===== src/rtl/lfem_pkg.sv =====
`timescale 1ns / 1ps
`default_nettype none
package lfem_pkg;
    localparam int MaxPlayers    = 8;
    localparam int FrameWindow   = 16;
    localparam int EventsPerSlot = 7;
    localparam int PlayerW = 3;
    localparam int FrameW  = $clog2(FrameWindow);
    localparam int SlotW   = PlayerW + FrameW;
    localparam int NSlots  = MaxPlayers * FrameWindow;
    localparam int FillW   = 3;
    localparam int EntryW  = SlotW + FillW;
    localparam int NEntries = NSlots * 8;
    localparam int CountW  = 4;

    localparam logic [31:0] FnvBasis = 32'd2166136261;
    localparam logic [31:0] FnvMul   = 32'd16777619;

    typedef enum logic [2:0] {
        RES_ACCEPTED = 3'd0,
        RES_LATE     = 3'd1,
        RES_OVERFLOW = 3'd2,
        RES_WAITING  = 3'd3,
        RES_EVENT    = 3'd4,
        RES_DONE     = 3'd5
    } res_kind_t;

    typedef enum logic [3:0] {
        ST_IDLE,
        ST_SUB_RD,
        ST_SUB_WR,
        ST_EX_CHK,
        ST_EX_RD,
        ST_EX_SLOT,
        ST_EV_RD,
        ST_EV_DATA,
        ST_HASH,
        ST_EV_OUT,
        ST_CLEAR,
        ST_DONE,
        ST_OUT
    } state_t;

    typedef struct packed {
        logic [31:0] owner;
        logic [31:0] kind;
        logic [31:0] first;
        logic [31:0] second;
        logic [31:0] third;
    } event_t;

    // request to and answer from the hash unit
    typedef struct packed {
        logic        start;
        logic [31:0] seed;
    } hash_req_t;

    typedef struct packed {
        logic        busy;
        logic [31:0] value;
    } hash_rsp_t;

    localparam logic [7:0] CfgHashSeed = 8'd0;
endpackage
`default_nettype wire


===== src/rtl/lfem_hash.sv =====
`timescale 1ns / 1ps
`default_nettype none
module lfem_hash (
    input  wire logic              clk,
    input  wire logic              rst_n,
    input  wire lfem_pkg::hash_req_t req,
    input  wire lfem_pkg::event_t  ev,
    output lfem_pkg::hash_rsp_t    rsp
);
    logic [4:0]   step_reg, step_next;
    logic         busy_reg, busy_next;
    logic [31:0]  h_reg, h_next;
    logic [159:0] words;
    logic [7:0]   byte_sel;
    logic [31:0]  mixed;

    assign words = {ev.third, ev.second, ev.first, ev.kind, ev.owner};

    always_comb
    begin
        byte_sel = words[{step_reg, 3'b000} +: 8];
        mixed = h_reg ^ {24'd0, byte_sel};
        step_next = step_reg;
        busy_next = busy_reg;
        h_next = h_reg;
        if (req.start)
        begin
            step_next = 5'd0;
            busy_next = 1'b1;
            h_next = req.seed;
        end
        else if (busy_reg)
        begin
            // one byte per cycle
            h_next = mixed * lfem_pkg::FnvMul;
            step_next = step_reg + 5'd1;
            if (step_reg == 5'd19)
                busy_next = 1'b0;
        end
    end

    always_ff @(posedge clk or negedge rst_n)
    begin
        if (!rst_n)
        begin
            busy_reg <= 1'b0;
            step_reg <= 5'd0;
        end
        else
        begin
            busy_reg <= busy_next;
            step_reg <= step_next;
        end
    end

    always_ff @(posedge clk)
    begin
        h_reg <= h_next;
    end

    assign rsp.busy = busy_reg;
    assign rsp.value = h_reg;
endmodule
`default_nettype wire


===== config.mk =====
export PLATFORM = sky130hd
export DESIGN_NAME = lfem_hash
export DESIGN_NICKNAME = d
export VERILOG_FILES = /design/src/rtl/lfem_pkg.sv /design/src/rtl/lfem_hash.sv
export SDC_FILE = /design/constraint.sdc
export NUM_CORES = 1
export LEC_CHECK = 0
export ABC_CLOCK_PERIOD_IN_PS = 9650
export BUFFER_PORTS_ARGS = -buffer_cell sky130_fd_sc_hd__buf_2
export CORE_ASPECT_RATIO = 1.75
export CORE_MARGIN = 2
export CORE_UTILIZATION = 56
export DETAILED_ROUTE_END_ITERATION = 16
export PLACE_DENSITY = 0.82
export SLEW_MARGIN = 20
export SYNTH_ARGS = -nofsm -noshare
export SYNTH_HDL_FRONTEND = slang
export SYNTH_SLANG_ARGS = --single-unit
export TNS_END_PERCENT = 1

===== constraint.sdc =====
create_clock -name clk -period 9.65 [get_ports clk]
set_clock_uncertainty 0.2 [all_clocks]
set_input_delay 0.4825 -clock clk [delete_from_list [all_inputs] [get_ports clk]]
set_output_delay 0.4825 -clock clk [all_outputs]
set_load 0.005 [all_outputs]

; Word-level counts from Yosys, hierarchy flattened
; Index checks and enable logic that the tools add are counted.
[op_classes]
add_sub_neg = 1
multipliers = 1
n_eq_ne = 1
n_shift = 1
mux = 7
bitwise = 1
reduce_logical = 1
[ops]
columns = cell, n
row1 = $shiftx 160x9->8, 1
row2 = $mux 32, 2
row3 = $mul 32x25->32 const B, 1
row4 = $xor 32x8->32, 1
row5 = $mux 5, 2
row6 = $add 5x1->5 const B, 1
row7 = $eq 5x5->1 const B, 1
row8 = $mux 1, 3
row9 = $reduce_bool 2->1, 1
[word_totals]
ff_bits = 38
input_bits = 195
out_inout_bits = 33

; Depth between registers and ports, before layout
[depth]
word_depth = 5
mapped_depth = 25
depth_no_buf = 22

; Worst setup path after synthesis
; No wires, ideal clock.
[synth_path]
kind = register -> register
startpoint = register step_reg[1]
endpoint = register h_reg[30] (data pin)
setup_ps = 261
arrival_ps = 6604
t_required_ps = 9189
slack_ps = 2585
path_stages_with_launch = 26
path_buffers = 4
period_less_slack_ps = 7065
path_cell_list = dfrtp_1 buf_2 clkbuf_1 clkbuf_1 mux4_2 mux4_2 a22oi_1 xnor2_1 ha_1 ha_1 fa_1 ha_1 fa_1 ha_1 inv_1 fa_1 inv_1 ha_1 clkbuf_1 nand3_1 a21oi_1 o21ba_2 a32oi_1 a221o_1 nor4_1 a311o_1
[synth_between]
elab_chain_len = 5
[synth_lines]
columns = element, line_no
row1 = start: declaration, lfem_hash.sv:10  ; logic [4:0] step_reg, step_next;
row2 = start signal: assignment, lfem_hash.sv:52  ; step_reg <= step_next;
row3 = $shiftx 160x9->8, lfem_hash.sv:21  ; byte_sel = words[{step_reg, 3'b000} +: 8];
row4 = $xor 32x8->32, lfem_hash.sv:22  ; mixed = h_reg ^ {24'd0, byte_sel};
row5 = $mul 32x25->32, lfem_hash.sv:35  ; h_next = mixed * lfem_pkg::FnvMul;
row6 = $mux 32, lfem_hash.sv:32  ; else if (busy_reg)
row7 = $mux 32, lfem_hash.sv:26  ; if (req.start)
row8 = named net h_next[30], lfem_hash.sv:12  ; logic [31:0] h_reg, h_next;
row9 = end signal: assignment, lfem_hash.sv:58  ; h_reg <= h_next;
row10 = end: declaration, lfem_hash.sv:12
; The timed path passes the listed nets, and every way through them passes these cells. The select of a mux whose other input is x is not followed.
; A chain may end at the register's enable or synchronous reset.

; Worst setup path after layout
[layout_path]
startpoint = register step_reg[0]
endpoint = register h_reg[21] (data pin)
; Same word-level chain as after synthesis.

==> metrics <==
maximum clock path buffer count 2; CTS Buf Count 5; Final Max Slew Viols 0; largest net degree at the start of global routing 82; Pre-antenna DRT Iters 5; worst slew pin tran about 0.9 ns; Remaining Overflow, GRT 0; minimum clock period roughly 8 ns; startpoint class of the critical path flip-flop; final hold vios 0; Setup Viol. Count Final 0; clk sinks 38; Synth top area share 0.2640; Post-synth top flop edfxtp_1; PortBufs approximately 230; HP Class in -> reg; FF+latch count, synth 38; top-count cell post-synth ha_1; worst hold start req[8]; Die H between 150 and 200 um; Critical Path Start step_reg[0]; mapped cell area roughly 8800 um2; Residual DRC 0; Seq/Total Area, Yosys 0.1267; worst r2r src step_reg[0]; Root Driver clkbuf_16; Initial Util 0.5725; Post-Route WL around 26000 um; initial DRC count ~270; initial antenna violation count 1; count of warnings emitted by yosys 0; Rows 60; Final ANT Viol Nets 0; Die ar. between 15000 and 20000 um2; CTS-repair resized insts 0; fin nets 1509; WP data required approximately 9.5 ns; worst-skew pair later-pin latency between 0.2 and 0.3 ns; vias per cell 5.918; sum of negative setup slack 0 ns; syn nets roughly 1300; max cap viols 0; outcome completed; first-pass GRT wire length approximately 40000 um; Peak Freq between 100 and 150 MHz; Core Util, Final 0.6654; H-tree depth 2; area of the core approximately 15000 um2; die width 98.59 um; Synth area leaders ha_1, fa_1, mux4_2; RSZ-0062 raised after global routing false; vias in the first global route 7997; Final HPWL DP around 22000 um; Synth area leader ha_1; via count ~7400; clk slew on worst S/H paths roughly 0.06 ns; Post-synth EDFFs 32; io pins 228; peak fanout along the critical path 28; Max transition margin 0.3997; max reg flops 32; Post-CTS Setup Inserts 0; Commonest cells post-synth ha_1, inv_1, fa_1; Final period util 0.8159; synthesized area per cell 10.39 um2; Critical Path End Type flip-flop; Async SR Flop Fraction 0.1579; Avg WL per Cell ~21 um; ratio of cells with drive above 1 in the final layout 0.2983; critical path class reg -> reg; Post-CTS Hold Fix Bufs 1; unique cell type count in the Yosys netlist 68; GRT Overall Usage 0.3119; data arrival time of the worst path 7.72 ns; gpl congestion 0.9668; CTS tree built; cell count after synthesis about 840; Syn-to-layout area delta 16.24%
-- metrics by stage --
stage          instance area (um2)  instances  setup slack, ns  hold slack, ns
2_1_floorplan                 8767        844            2.585        -0.01309
3_3_place_gp                 10030       1233            1.929          0.1107
3_5_place_dp                 10030       1233            1.806          0.1098
4_1_cts                      10190       1242            1.768          0.2761
5_1_grt                      10190       1243            1.378          0.2984
6_report                     10190       1243            1.777          0.2748
-- cell usage in the layout (no fill, tap or decap), types with 9 or more instances in the layout --
cell type	n
a21o_1	10
mux4_2	47
xor2_1	9
a211oi_1	11
nand2_1	33
nor2_1	21
fa_1	74
xnor2_1	31
ha_1	185
o21ai_0	12
buf_2	227
a21oi_1	23
o21a_1	11
nor3b_1	9
edfxtp_1	32
inv_1	181
-- worst paths after layout --
check	endpoint	slack [ns]	depth (start not counted)
max	h_reg[21]	1.78	22
min	h_reg[8]	0.27	3
max reg2reg	h_reg[21]	1.78	22
min reg2reg	busy_reg	0.50	1
max in group asynchronous	step_reg[0]	8.73	2
min in group asynchronous	step_reg[3]	0.37	2
-- layout make-up --
| class | count | area, um2 |
|---|---|---|
| multi-input cells | 597 | 6839 |
| fillers | 1234 | 5124 |
| repair buffers | 231 | 1169 |
| flip-flops and latches | 38 | 1114 |
| inverters | 182 | 683.2 |
| well taps | 186 | 232.7 |
| clock buffers | 6 | 138.9 |
| clock inverters | 2 | 12.51 |
| diodes | 1 | 2.502 |
-- critical path, cell delays in order (launching register included) --
cell,delay (ns)
dfrtp_2,0.90
buf_4,0.35
mux4_2,0.52
mux4_2,0.47
a22oi_1,0.18
xnor2_1,0.40
ha_1,0.37
ha_1,0.31
fa_1,0.45
ha_1,0.22
fa_1,0.44
ha_1,0.29
inv_1,0.05
fa_1,0.52
inv_1,0.04
ha_1,0.36
a41oi_1,0.26
and3_1,0.21
and2_1,0.17
a21oi_1,0.10
o21ai_1,0.30
a2111oi_0,0.17
a211o_1,0.32
-- cells by family after synthesis --
group / Yosys count / synth area share
fa+ha+maj: 259 / 0.4330
buf+inv: 209 / 0.09319
compound gates: 124 / 0.1030
simple gates: 116 / 0.06893
mux: 57 / 0.1333
xor+xnor: 41 / 0.04182
flops: 38 / 0.1267
-- routing by layer --
layer | GRT usage | up-vias | routed length, um
met1 | 0.3001 | 3507 | 8023
met5 | 0 | - | 0
met4 | 0.2299 | 0 | 2238
met3 | 0.04242 | 105 | 1452
met2 | 0.5892 | 358 | 13980
li1 | - | 3386 | -
Power is left out: the tool's default activity adds up to more than one toggle a clock period on the data nets, which glitch-free logic cannot reach.
